### src/rtl/core/uniform_bin_histogram_defines.svh
// Assertion macros shared by the histogram RTL.
`ifndef UNIFORM_BIN_HISTOGRAM_DEFINES_SVH
`define UNIFORM_BIN_HISTOGRAM_DEFINES_SVH

// Same-cycle implication check.
`define UBH_ASSERT_IMPLIES(label, clk, rst, ante, cons) \
   label: assert property (@(posedge clk) disable iff (rst) (ante) |-> (cons)) \
      else $error("ubh same-cycle check failed");

// Next-cycle implication check.
`define UBH_ASSERT_NEXT(label, clk, rst, ante, cons) \
   label: assert property (@(posedge clk) disable iff (rst) (ante) |=> (cons)) \
      else $error("ubh next-cycle check failed");

`endif

### src/rtl/core/ubh_pkg.sv
// Shared constants and types for the uniform bin histogram.
package ubh_pkg;

   localparam int BINS        = 256;
   localparam int SAMPLE_BITS = 32;
   localparam int BIN_W       = $clog2(BINS);
   // quotient bits: top bit flags a quotient of at least 2**BIN_W
   localparam int Q_W         = BIN_W + 1;
   localparam int STEP_W      = $clog2(Q_W);
   localparam int DW          = ((SAMPLE_BITS > 32) ? SAMPLE_BITS : 32) + 1;
   localparam int CMP_W       = (DW > 32 + BIN_W) ? DW : 32 + BIN_W;
   localparam int NB_W        = (BIN_W + 1 > 9) ? BIN_W + 1 : 9;
   localparam int IDX_W       = 8;
   localparam int CNT_W       = 32;
   // saturation level of the bin counts and the total
   localparam logic [CNT_W-1:0] CNT_MAX = '1;
   localparam int Q_DEPTH     = 2;
   localparam int QP_W        = $clog2(Q_DEPTH);
   localparam int QC_W        = $clog2(Q_DEPTH + 1);

   typedef enum logic [1:0] {
      REG_RANGE_LOW   = 2'd0,
      REG_BIN_WIDTH   = 2'd1,
      REG_BINS_IN_USE = 2'd2
   } reg_index_type;

   typedef struct packed {
      logic signed [31:0] range_low;
      logic [31:0]        bin_width;
      logic [8:0]         bins_in_use;
   } cfg_type;

   // classified request handed from front to back
   typedef struct packed {
      logic             is_read;
      logic             hit;
      logic [BIN_W-1:0] bin;
      logic [IDX_W-1:0] index;
   } op_type;

   typedef enum logic [2:0] {
      F_IDLE,
      F_CLASS,
      F_DIV,
      F_FIN,
      F_PUSH
   } front_state_type;

   typedef enum logic {
      B_IDLE,
      B_UPD
   } back_state_type;

endpackage

### src/rtl/core/ubh_queue.sv
// Two-entry queue of classified requests between front and back.
`include "uniform_bin_histogram_defines.svh"

module ubh_queue (
   input  logic            clock,
   input  logic            reset,
   input  logic            push,
   input  ubh_pkg::op_type push_op,
   output logic            full,
   input  logic            pop,
   output logic            empty,
   output ubh_pkg::op_type head
);

   ubh_pkg::op_type                entries_ff [ubh_pkg::Q_DEPTH];
   logic [ubh_pkg::QP_W-1:0]       wr_ptr_ff, wr_ptr_in;
   logic [ubh_pkg::QP_W-1:0]       rd_ptr_ff, rd_ptr_in;
   logic [ubh_pkg::QC_W-1:0]       count_ff, count_in;

   // pointer and fill count update
   always_comb begin
      wr_ptr_in = push ? wr_ptr_ff + 1'b1 : wr_ptr_ff;
      rd_ptr_in = pop ? rd_ptr_ff + 1'b1 : rd_ptr_ff;
      count_in  = count_ff;
      if (push && !pop) begin
         count_in = count_ff + 1'b1;
      end else if (pop && !push) begin
         count_in = count_ff - 1'b1;
      end
   end

   always_ff @(posedge clock) begin
      if (reset) begin
         wr_ptr_ff <= '0;
         rd_ptr_ff <= '0;
         count_ff  <= '0;
      end else begin
         wr_ptr_ff <= wr_ptr_in;
         rd_ptr_ff <= rd_ptr_in;
         count_ff  <= count_in;
      end
   end

   // entry storage, no reset needed
   always_ff @(posedge clock) begin
      if (push) begin
         entries_ff[wr_ptr_ff] <= push_op;
      end
   end

   assign full  = (count_ff == ubh_pkg::QC_W'(ubh_pkg::Q_DEPTH));
   assign empty = (count_ff == '0);
   assign head  = entries_ff[rd_ptr_ff];

   `UBH_ASSERT_IMPLIES(a_no_push_full, clock, reset, push, !full)
   `UBH_ASSERT_IMPLIES(a_no_pop_empty, clock, reset, pop, !empty)

endmodule

### config.mk
export PLATFORM = sky130hd
export DESIGN_NAME = ubh_queue
export DESIGN_NICKNAME = d
export VERILOG_FILES = /design/src/rtl/core/ubh_pkg.sv /design/src/rtl/core/ubh_queue.sv
export VERILOG_INCLUDE_DIRS = /design/src /design/src/rtl/core
export SDC_FILE = /design/constraint.sdc
export NUM_CORES = 1
export LEC_CHECK = 0
export BUFFER_PORTS_ARGS = -buffer_cell sky130_fd_sc_hd__buf_2
export CORE_MARGIN = 5
export CORE_UTILIZATION = 25
export DETAILED_ROUTE_END_ITERATION = 10
export GPL_TIMING_DRIVEN = 0
export PLACE_DENSITY_LB_ADDON = 0.08
export SYNTH_ARGS = -nofsm -noshare
export SYNTH_HDL_FRONTEND = slang
export SYNTH_SLANG_ARGS = --single-unit
### constraint.sdc
create_clock -name clock -period 4.2 [get_ports clock]
set_clock_uncertainty 0.15 [all_clocks]
set_input_delay 0.84 -clock clock [delete_from_list [all_inputs] [get_ports clock]]
set_output_delay 0.84 -clock clock [all_outputs]
set_load 0.02 [all_outputs]
==> impl_metrics.yaml <==
clock_network:
  cts-root-buf: "clkbuf_8"
  clock_sinks: 41
  clk_latency_ns: 0.28
  cts_made_buffers: 5
  post_cts_buffers: 0
  cts_tree: "built"
  postCtsHoldBufs: 0
  clk_pin_slew_worst_paths_ns: 0.07
  htree_levels: 2
  clock_path_buffers: 2
  cts_resized: 0
final_layout:
  drive_gt1_frac: 0.539
  final_nets: 150
  fin_cells: 203
  antennaDiodeCount: 0
  syn_to_final_growth_pct: 26.1
worst_hold_path:
  whs_endpoint: "count_ff[1]"
  hold_depth: 2
  min_from: "count_ff[1]"
  hold_path.class: "flop to flop"
sta:
  finalCritPeriodShare: 0.609
  relSlewSlack: 0.421
  rsz0062_at_grt: "false"
  final-hold-violation-count: 0
  fmax_mhz: 391
  period_needed_ns: 2.56
  drv_slew: 0
  setup_violations: 0
  tightest_slew_ns: 0.868
  finalSetupTns_ns: 0
critical_path:
  crit_buf_inv: 3
  cp.arrival_ns: 1.57
  slowest_stage: "mux2_2"
  ff2ff_setup_slack_ns: 2.59
  cp.required_ns: 3.21
  reg2reg_from: "wr_ptr_ff"
  end_kind: "output port"
  crit_chain: "buf_2 -> buf_4 -> mux2_2 -> buf_2"
  critPathLaunchType: "flop"
  path_delay_family: "buffers and inverters"
  crit_path_max_incr_delay_ns: 0.35
  r2r_end: "entries_ff[1][4]"
  path_max_fanout: 10
  critical_path_class: "flop to output port"
  rr_worst_depth: 1
  critPathMostFrequentCell: "buf_2"
synthesis:
  synth.yosys.warnings: 0
  synth.avg_cell_area_sq_um: 19.3
  synth_area_sq_mm: 0.00150
  ys_types: 16
  synth_cells: 78
  synth-edff-count: 36
  post-synth-top-area-cell: "edfxtp_1"
  synth_seq_cells: 41
  synth_top_cell_area_share: 0.719
  async_flop_share: 0
  syn_nets: 101
  synth_area_leaders: "edfxtp_1, mux2_2, dfxtp_1"
  synth-seq-area-share: 0.785
  synth.most_common_cell: "edfxtp_1"
  synth_commonest_cells: "edfxtp_1, mux2_2, dfxtp_1, nor2_1"
  ys.flop_type: "edfxtp_1"
global_routing:
  grt_pass1_vias: 895
  gr-total-overflow: 0
  grt_max_degree: 19
  grt_pass1_wl_mm: 4.22
  grt_usage: 0.0763
  antenna_found_initial: 0
die:
  die_area_sq_mm: 0.00767
  core_area_sq_mm: 0.00589
  die_h_um: 87.6
  io-pin-count: 42
  die_w_um: 87.6
  std_cell_rows: 28
  start_util: 0.256
pwr:
  p_sw_frac: 0.238
  pwr-share-clk: 0.284
  p_leak_nw: 0.718
  power_frac_seq: 0.569
  p_per_area_mw_per_mm2: 446
  combPwrFrac: 0.147
  ir_drop_v: 0.000129
  p_int_mw: 0.644
  power.switching_mw: 0.202
run:
  drv_cap: 0
status:
  outcome: "finished clean"
place:
  dp_cells: 195
  place.gp.congestion: 0.616
  dp_hpwl_mm: 1.84
  port_buffers: 41
detailed_routing:
  drt-total-wl_mm: 2.63
  via_per_inst: 3.92
  drt_iter0_markers: 28
  dr.pass1.iters: 2
  ant_nets: 0
  vias: 796
  drc: 0
  wl_per_cell_um: 13.0
## through the flow
step	hold slack [ns]	utilization	total power [mW]	worst slack [ns]	cell area [sq um]
floorplan	0.311	-	0.570	1.97	1500
global placement	0.331	0.306	0.615	1.20	1800
detailed placement	0.354	0.309	0.618	1.90	1820
CTS	0.372	0.322	0.861	1.58	1900
global route	0.399	0.322	0.895	1.52	1900
finish	0.367	0.322	0.845	1.64	1900
## layout make-up
cell class	count	area, sq um
Buffer	2	12.5
Clock buffer	8	80.1
Fill cell	611	3990
Inverter	1	3.75
Multi-Input combinational cell	34	309
Sequential cell	41	1180
Tap cell	75	93.8
Timing Repair Buffer	42	216
## how the worst max path moves through the flow
stage / start / end / cells after the start
4_1_cts: flop / head[10] / 4
3_3_place_gp: push / entries_ff[0][1] / 2
2_1_floorplan: push / entries_ff[0][0] / 1
6_report: flop / head[10] / 4
5_1_grt: flop / head[10] / 4
3_5_place_dp: flop / head[10] / 4
## power groups by stage
stage	registers, mW	logic [mW]	clock network, mW
after floorplan	0.488	0.0811	0
after global placement	0.490	0.125	0
after detailed placement	0.491	0.128	0
after CTS	0.482	0.128	0.251
after global routing	0.484	0.136	0.275
final	0.481	0.124	0.240
## cell usage in the layout (no fill, tap or decap)
cell type,count
nor2b_2,1
o21ai_0,1
clkbuf_8,5
or3_1,1
dfxtp_1,5
inv_1,1
a21oi_1,1
edfxtp_1,36
xnor2_1,2
nor2_1,5
clkbuf_1,3
buf_6,1
ha_1,1
xor2_1,2
mux2_2,18
buf_4,1
buf_2,42
and2_1,1
and2b_2,1
## worst min-delay path, cell delays in order (launching register included)
cell	delay [ns]
dfxtp_1	0.33
o21ai_0	0.08
a21oi_1	0.06
## logic make-up after synthesis
group | count (synthesis) | synth area share
mux | 18 | 0.135
xor+xnor | 4 | 0.0233
flops | 41 | 0.785
compound gates | 2 | 0.00665
simple gates | 9 | 0.0308
fa+ha+maj | 1 | 0.00832
buf+inv | 3 | 0.0108
## metal layers
metal  track usage  vias to the layer above  wire, um
met1        0.0805                      378      1060
met3        0.0357                        6       177
li1              -                      390         -
met5             0                        -         0
met2         0.128                       22      1350
met4        0.0377                        0        51
## registers in the layout (all words and copies together), names as in the netlist, named ones only
signal,flops
count_ff,2
entries_ff,36
rd_ptr_ff,1
wr_ptr_ff,1
Note: power is estimated with default switching activity, not from simulation.
