### src/rtl/core/uniform_bin_histogram_defines.svh
// Assertion macros shared by the histogram RTL.
`ifndef UNIFORM_BIN_HISTOGRAM_DEFINES_SVH
`define UNIFORM_BIN_HISTOGRAM_DEFINES_SVH

// Same-cycle implication check.
`define UBH_ASSERT_IMPLIES(label, clk, rst, ante, cons) \
   label: assert property (@(posedge clk) disable iff (rst) (ante) |-> (cons)) \
      else $error("ubh same-cycle check failed");

// Next-cycle implication check.
`define UBH_ASSERT_NEXT(label, clk, rst, ante, cons) \
   label: assert property (@(posedge clk) disable iff (rst) (ante) |=> (cons)) \
      else $error("ubh next-cycle check failed");

`endif

### src/rtl/core/ubh_pkg.sv
// Shared constants and types for the uniform bin histogram.
package ubh_pkg;

   localparam int BINS        = 256;
   localparam int SAMPLE_BITS = 32;
   localparam int BIN_W       = $clog2(BINS);
   // quotient bits: top bit flags a quotient of at least 2**BIN_W
   localparam int Q_W         = BIN_W + 1;
   localparam int STEP_W      = $clog2(Q_W);
   localparam int DW          = ((SAMPLE_BITS > 32) ? SAMPLE_BITS : 32) + 1;
   localparam int CMP_W       = (DW > 32 + BIN_W) ? DW : 32 + BIN_W;
   localparam int NB_W        = (BIN_W + 1 > 9) ? BIN_W + 1 : 9;
   localparam int IDX_W       = 8;
   localparam int CNT_W       = 32;
   // saturation level of the bin counts and the total
   localparam logic [CNT_W-1:0] CNT_MAX = '1;
   localparam int Q_DEPTH     = 2;
   localparam int QP_W        = $clog2(Q_DEPTH);
   localparam int QC_W        = $clog2(Q_DEPTH + 1);

   typedef enum logic [1:0] {
      REG_RANGE_LOW   = 2'd0,
      REG_BIN_WIDTH   = 2'd1,
      REG_BINS_IN_USE = 2'd2
   } reg_index_type;

   typedef struct packed {
      logic signed [31:0] range_low;
      logic [31:0]        bin_width;
      logic [8:0]         bins_in_use;
   } cfg_type;

   // classified request handed from front to back
   typedef struct packed {
      logic             is_read;
      logic             hit;
      logic [BIN_W-1:0] bin;
      logic [IDX_W-1:0] index;
   } op_type;

   typedef enum logic [2:0] {
      F_IDLE,
      F_CLASS,
      F_DIV,
      F_FIN,
      F_PUSH
   } front_state_type;

   typedef enum logic {
      B_IDLE,
      B_UPD
   } back_state_type;

endpackage

### src/rtl/core/ubh_front.sv
// Front end: accepts requests, finds the bin by restoring division, classifies.
module ubh_front (
   input  logic                                 clock,
   input  logic                                 reset,
   input  ubh_pkg::cfg_type                     cfg,
   input  logic                                 req_valid,
   output logic                                 req_ready,
   input  logic                                 req_kind,
   input  logic signed [ubh_pkg::SAMPLE_BITS-1:0] req_sample,
   input  logic [ubh_pkg::IDX_W-1:0]            req_bin_select,
   output logic                                 push,
   output ubh_pkg::op_type                      push_op,
   input  logic                                 full
);

   ubh_pkg::front_state_type            state_ff, state_in;
   logic                                kind_ff, kind_in;
   logic [ubh_pkg::IDX_W-1:0]           sel_ff, sel_in;
   logic signed [ubh_pkg::DW-1:0]       d_ff, d_in;
   logic [ubh_pkg::CMP_W-1:0]           rem_ff, rem_in;
   logic [ubh_pkg::CMP_W-1:0]           div_ff, div_in;
   logic [ubh_pkg::Q_W-1:0]             q_ff, q_in;
   logic [ubh_pkg::STEP_W-1:0]          step_ff, step_in;
   ubh_pkg::op_type                     entry_ff, entry_in;
   logic [ubh_pkg::NB_W-1:0]            nb;
   logic                                ge;
   logic                                trivial;

   // effective bin count: min(bins_in_use, BINS)
   always_comb begin
      if (ubh_pkg::NB_W'(cfg.bins_in_use) < ubh_pkg::NB_W'(ubh_pkg::BINS)) begin
         nb = ubh_pkg::NB_W'(cfg.bins_in_use);
      end else begin
         nb = ubh_pkg::NB_W'(ubh_pkg::BINS);
      end
   end

   assign ge      = (rem_ff >= div_ff);
   // reads, negative offsets and zero width skip the divider
   assign trivial = kind_ff || d_ff[ubh_pkg::DW-1] || (cfg.bin_width == '0);

   // next state
   always_comb begin
      state_in = state_ff;
      case (state_ff)
         ubh_pkg::F_IDLE: begin
            if (req_valid) state_in = ubh_pkg::F_CLASS;
         end
         ubh_pkg::F_CLASS: begin
            state_in = trivial ? ubh_pkg::F_PUSH : ubh_pkg::F_DIV;
         end
         ubh_pkg::F_DIV: begin
            if (step_ff == '0) state_in = ubh_pkg::F_FIN;
         end
         ubh_pkg::F_FIN: begin
            state_in = ubh_pkg::F_PUSH;
         end
         ubh_pkg::F_PUSH: begin
            if (!full) state_in = ubh_pkg::F_IDLE;
         end
         default: begin
            state_in = ubh_pkg::F_IDLE;
         end
      endcase
   end

   // handshake outputs
   always_comb begin
      req_ready = (state_ff == ubh_pkg::F_IDLE);
      push      = (state_ff == ubh_pkg::F_PUSH) && !full;
      push_op   = entry_ff;
   end

   // datapath: capture, classify, one quotient bit per cycle
   always_comb begin
      kind_in  = kind_ff;
      sel_in   = sel_ff;
      d_in     = d_ff;
      rem_in   = rem_ff;
      div_in   = div_ff;
      q_in     = q_ff;
      step_in  = step_ff;
      entry_in = entry_ff;
      case (state_ff)
         ubh_pkg::F_IDLE: begin
            if (req_valid) begin
               kind_in = req_kind;
               sel_in  = req_bin_select;
               d_in    = ubh_pkg::DW'(req_sample) - ubh_pkg::DW'(cfg.range_low);
            end
         end
         ubh_pkg::F_CLASS: begin
            if (kind_ff) begin
               entry_in.is_read = 1'b1;
               entry_in.hit     = (ubh_pkg::NB_W'(sel_ff) < nb);
               entry_in.bin     = ubh_pkg::BIN_W'(sel_ff);
               entry_in.index   = sel_ff;
            end else begin
               entry_in = '0;
               rem_in   = ubh_pkg::CMP_W'(d_ff);
               div_in   = ubh_pkg::CMP_W'(cfg.bin_width) << ubh_pkg::BIN_W;
               q_in     = '0;
               step_in  = ubh_pkg::STEP_W'(ubh_pkg::Q_W - 1);
            end
         end
         ubh_pkg::F_DIV: begin
            rem_in  = ge ? rem_ff - div_ff : rem_ff;
            div_in  = div_ff >> 1;
            q_in    = {q_ff[ubh_pkg::Q_W-2:0], ge};
            step_in = step_ff - 1'b1;
         end
         ubh_pkg::F_FIN: begin
            entry_in.is_read = 1'b0;
            entry_in.hit     = !q_ff[ubh_pkg::Q_W-1] &&
                               (ubh_pkg::NB_W'(q_ff[ubh_pkg::BIN_W-1:0]) < nb);
            entry_in.bin     = q_ff[ubh_pkg::BIN_W-1:0];
            entry_in.index   = entry_in.hit ?
                               ubh_pkg::IDX_W'(q_ff[ubh_pkg::BIN_W-1:0]) : '0;
         end
         default: begin
            entry_in = entry_ff;
         end
      endcase
   end

   always_ff @(posedge clock) begin
      if (reset) begin
         state_ff <= ubh_pkg::F_IDLE;
      end else begin
         state_ff <= state_in;
      end
   end

   always_ff @(posedge clock) begin
      kind_ff  <= kind_in;
      sel_ff   <= sel_in;
      d_ff     <= d_in;
      rem_ff   <= rem_in;
      div_ff   <= div_in;
      q_ff     <= q_in;
      step_ff  <= step_in;
      entry_ff <= entry_in;
   end

endmodule

### config.mk
export PLATFORM = sky130hd
export DESIGN_NAME = ubh_front
export DESIGN_NICKNAME = d
export VERILOG_FILES = /design/src/rtl/core/uniform_bin_histogram_defines.svh /design/src/rtl/core/ubh_pkg.sv /design/src/rtl/core/ubh_front.sv
export SDC_FILE = /design/constraint.sdc
export NUM_CORES = 1
export LEC_CHECK = 0
export ABC_AREA = 1
export BUFFER_PORTS_ARGS = -buffer_cell sky130_fd_sc_hd__buf_2
export CORE_MARGIN = 2
export CORE_UTILIZATION = 60
export CTS_BUF_LIST = sky130_fd_sc_hd__clkbuf_2
export DETAILED_ROUTE_END_ITERATION = 16
export HOLD_SLACK_MARGIN = 0.02
export PLACE_DENSITY = 0.82
export SKIP_LAST_GASP = 1
export SYNTH_ARGS = -nofsm -noshare
export SYNTH_HDL_FRONTEND = slang
export SYNTH_SLANG_ARGS = --single-unit
### constraint.sdc
create_clock -name clock -period 9.8 [get_ports clock]
set_input_delay 0.98 -clock clock [delete_from_list [all_inputs] [get_ports clock]]
set_output_delay 0.98 -clock clock [all_outputs]
set_load 0.03 [all_outputs]
==> flow_metrics.env <==
export IMPL_crit_path_max_fanout=47
export IMPL_wire_per_inst_um=15.0
export IMPL_grt_pass1_vias=9849
export IMPL_synth_xor_area_share_pct=3.21
export IMPL_multiInputGateArea_um2=5760
export IMPL_ant_nets=0
export IMPL_synthesis_instances=1524
export IMPL_rows=50
export IMPL_synth_compound_area_share_pct=9.59
export IMPL_nFillCells=1578
export IMPL_die_y_um=142
export IMPL_io_pins=138
export IMPL_drv_cap=0
export IMPL_critPathLaunchType="flip-flop"
export IMPL_regArea_um2=4650
export IMPL_worstSkewPairLatency_ns=0.74
export IMPL_worst_slew_pin_transition_ns=0.765
export IMPL_synth_simple_area_share_pct=27.6
export IMPL_port_buffers=137
export IMPL_fmax_mhz=293
export IMPL_dp_hpwl_um=23100
export IMPL_muxShareOfSynthArea_pct=0
export IMPL_required_ns=10.20
export IMPL_place_congestion=0.998
export IMPL_ys_ff_latch=156
export IMPL_cts_tree="done"
export IMPL_route_detailed_drc=0
export IMPL_postCtsSetupRepairBufs=0
export IMPL_grt_first_pass_wirelength_um=46400
export IMPL_gr_total_overflow=0
export IMPL_status="completed"
export IMPL_synth_nets=1731
export IMPL_place_area_um2=12400
export IMPL_yosys_cell_types_count=39
export IMPL_syn_area_per_cell_um2=7.52
export IMPL_cts_sinks=156
export IMPL_vdd_drop_max_mv=0.0734
export IMPL_num_nets_final=1875
export IMPL_fp_coreArea_um2=18700
export IMPL_slew_headroom_pct=49.0
export IMPL_die_area_um2=20200
export IMPL_synth_top_family_by_area="simple AND/OR/NAND/NOR gates"
export IMPL_fin_skew_ns=0.0257
export IMPL_cts_htree_levels=4
export IMPL_period_needed_ns=3.41
export IMPL_cp_end_kind="flip-flop"
export IMPL_antenna_found_initial=1
export IMPL_grt_setup_unrepaired="no"
export IMPL_start_util_pct=61.2
export IMPL_finalCritPeriodShare_pct=34.8
export IMPL_drt_iter0_drc=767
export IMPL_area_growth_pct=10.5
export IMPL_drive_above_1_share_pct=12.5
export IMPL_cts_root_buffer="clkbuf_2"
export IMPL_die_w_um=142
export IMPL_post_drt_via_cell_ratio=5.37
export IMPL_cts_path_max_buffers=2
export IMPL_clkTransAtPathRegs_ns=0.25
export IMPL_syn_area_um2=11500
export IMPL_cts_resized=0
export IMPL_cp_arrival_ns=3.81
export IMPL_seq_area_frac_synth_pct=40.6
export IMPL_leakage_nw=6.37
export IMPL_cts_buffers=17
export IMPL_synth_fa_ha_area_share_pct=9.85
export IMPL_slew_viol_final=0
export IMPL_finalHoldViolCount=0
export IMPL_vias=10300
export IMPL_firstDrtPassIters=8
export IMPL_ctsHoldBuffers=0
export IMPL_hold_class="primary input to flip-flop"
export IMPL_setup_viol=0
export IMPL_crit_type="flip-flop to flip-flop"
export IMPL_grt_max_degree=88
export IMPL_grt_use_total_pct=29.1
export IMPL_tns_ns=0
export IMPL_p_per_area_nw_per_um2=160
export IMPL_final_area_um2=12700
export IMPL_drt_wl_total_um=28800
export IMPL_ys_warnings_count=0
-- synth_stat cells --
| library cell | instances | area (um^2) |
|---|---|---|
| nor2_2 | 6 | 37.5 |
| inv_2 | 3 | 11.3 |
| nor4_1 | 11 | 68.8 |
| buf_2 | 9 | 45.0 |
| nor2_4 | 3 | 33.8 |
| and2_1 | 1 | 6.26 |
| a21o_1 | 6 | 45.0 |
| buf_6 | 1 | 11.3 |
| or2_2 | 1 | 6.26 |
| xnor2_1 | 20 | 175 |
| o31ai_1 | 1 | 7.51 |
| o21ai_0 | 80 | 400 |
| inv_1 | 253 | 950 |
| nand2_1 | 489 | 1840 |
| o21bai_1 | 13 | 97.6 |
| nor3_1 | 13 | 65.1 |
| xor2_1 | 22 | 193 |
| nand3_2 | 7 | 70.1 |
| o21ai_1 | 6 | 30.0 |
| clkbuf_1 | 6 | 22.5 |
| o21a_1 | 1 | 7.51 |
| o21bai_2 | 1 | 11.3 |
| nand2_4 | 1 | 11.3 |
| o21ai_2 | 4 | 35.0 |
| fa_1 | 2 | 40.0 |
| nand2_2 | 8 | 50.1 |
| nand4_1 | 13 | 81.3 |
| o211ai_1 | 3 | 22.5 |
| ha_1 | 87 | 1090 |
| nand3b_1 | 3 | 22.5 |
| edfxtp_1 | 153 | 4590 |
| or2_1 | 2 | 12.5 |
| a21boi_0 | 3 | 22.5 |
| dfxtp_1 | 3 | 60.1 |
| buf_4 | 1 | 7.51 |
| a21oi_1 | 82 | 410 |
| o2111ai_1 | 1 | 8.76 |
| nor2_1 | 136 | 510 |
| nand3_1 | 69 | 345 |
-- flip-flops by register name, indices dropped and copies added (netlist names) --
| signal | count |
|---|---|
| q_ff | 9 |
| div_ff | 40 |
| rem_ff | 40 |
| kind_ff | 1 |
| state_ff | 3 |
| step_ff | 4 |
| push_op | 18 |
| sel_ff | 8 |
| d_ff | 33 |
-- stage by stage --
step	hold slack (ns)	total power, mW	util, %	setup slack [ns]	std cells
5_1_grt	0.350	2.15	67.7	6.20	1916
3_5_place_dp	0.507	1.64	66.3	6.42	1883
6_report	0.394	2.02	67.7	6.39	1917
3_3_place_gp	0.504	1.62	66.3	6.59	1883
4_1_cts	0.342	2.02	67.7	6.40	1915
2_1_floorplan	0.487	1.43	-	6.52	1524
-- final cells by class --
class / instances / share of cell area [%]
clock buffers: 17 / 0.672
flip-flops and latches: 156 / 36.8
repair buffers: 142 / 5.71
well taps: 234 / 2.31
inverters: 256 / 7.60
multi-input cells: 1095 / 45.5
clock inverters: 15 / 1.38
diodes: 2 / 0.0395
-- logic make-up (layout without fill, tap and decap cells) --
logic type / count (synthesis) / in the layout
and+or+nand+nor: 763 / 763
other: 0 / 2
adders and majority gates: 89 / 89
DFF: 156 / 156
AOI/OAI and AO/OA: 201 / 201
xor gates and xnor gates: 42 / 42
buffers and inverters: 273 / 430
-- layer usage --
| metal | GRT usage, % | vias to the layer above | part of all wire (%) |
|---|---|---|---|
| met4 | 13.1 | 0 | 3.6 |
| li1 | - | 5238 | - |
| met2 | 50.4 | 388 | 48 |
| met3 | 2.96 | 62 | 5.7 |
| met5 | 0 | - | 0 |
| met1 | 37.1 | 4598 | 43 |
-- worst max-delay path, stage by stage, from the launching register on --
cell and delay [ns]:
dfxtp_1 0.38, nor2_1 0.13, inv_1 0.11, nor2_4 0.57, clkinv_2 0.72, nand2_2 0.59, buf_4 0.56
-- power breakdown --
group	switching, mW	internal, mW
Sequential	0.0321	0.860
Combinational	0.502	0.243
Clock	0.256	0.127
Total	0.790	1.23
-- cells in the final DEF (no fill, tap or decap), types with 3 or more instances in the layout --
| cell type | synthesis | final |
|---|---|---|
| nor2_2 | 6 | 6 |
| o21ai_1 | 6 | 6 |
| a21o_1 | 6 | 6 |
| nor4_1 | 11 | 11 |
| o211ai_1 | 3 | 3 |
| edfxtp_1 | 153 | 153 |
| xnor2_1 | 20 | 20 |
| nor2_4 | 3 | 4 |
| nor2_1 | 136 | 135 |
| ha_1 | 87 | 87 |
| buf_4 | 1 | 5 |
| nand2_1 | 489 | 488 |
| nor3_1 | 13 | 13 |
| nand4_1 | 13 | 13 |
| inv_6 | 0 | 5 |
| nand3_1 | 69 | 69 |
| buf_2 | 9 | 137 |
| dfxtp_1 | 3 | 3 |
| nand2_2 | 8 | 9 |
| o21ai_0 | 80 | 80 |
| inv_1 | 253 | 253 |
| inv_8 | 0 | 3 |
| clkbuf_2 | 0 | 17 |
| nand3_2 | 7 | 7 |
| o21ai_2 | 4 | 4 |
| a21oi_1 | 82 | 82 |
| o21bai_1 | 13 | 13 |
| xor2_1 | 22 | 22 |
| nand3b_1 | 3 | 3 |
| a21boi_0 | 3 | 3 |
-- path summary, 6_finish.rpt --
check	slack (ns)	end	cells after the start	from
worst max-delay path	6.39	div_ff[15]$_DFFE_PP_	6	state_ff[2]$_SDFFE_PP0P_
worst min-delay path	0.39	sel_ff[4]$_DFFE_PP_	1	req_bin_select[4]
worst max register to register	6.39	div_ff[15]$_DFFE_PP_	6	state_ff[2]$_SDFFE_PP0P_
worst min register to register	0.56	rem_ff[19]$_DFFE_PP_	2	d_ff[19]$_DFFE_PP_
Note: power is estimated with default switching activity, not from simulation.
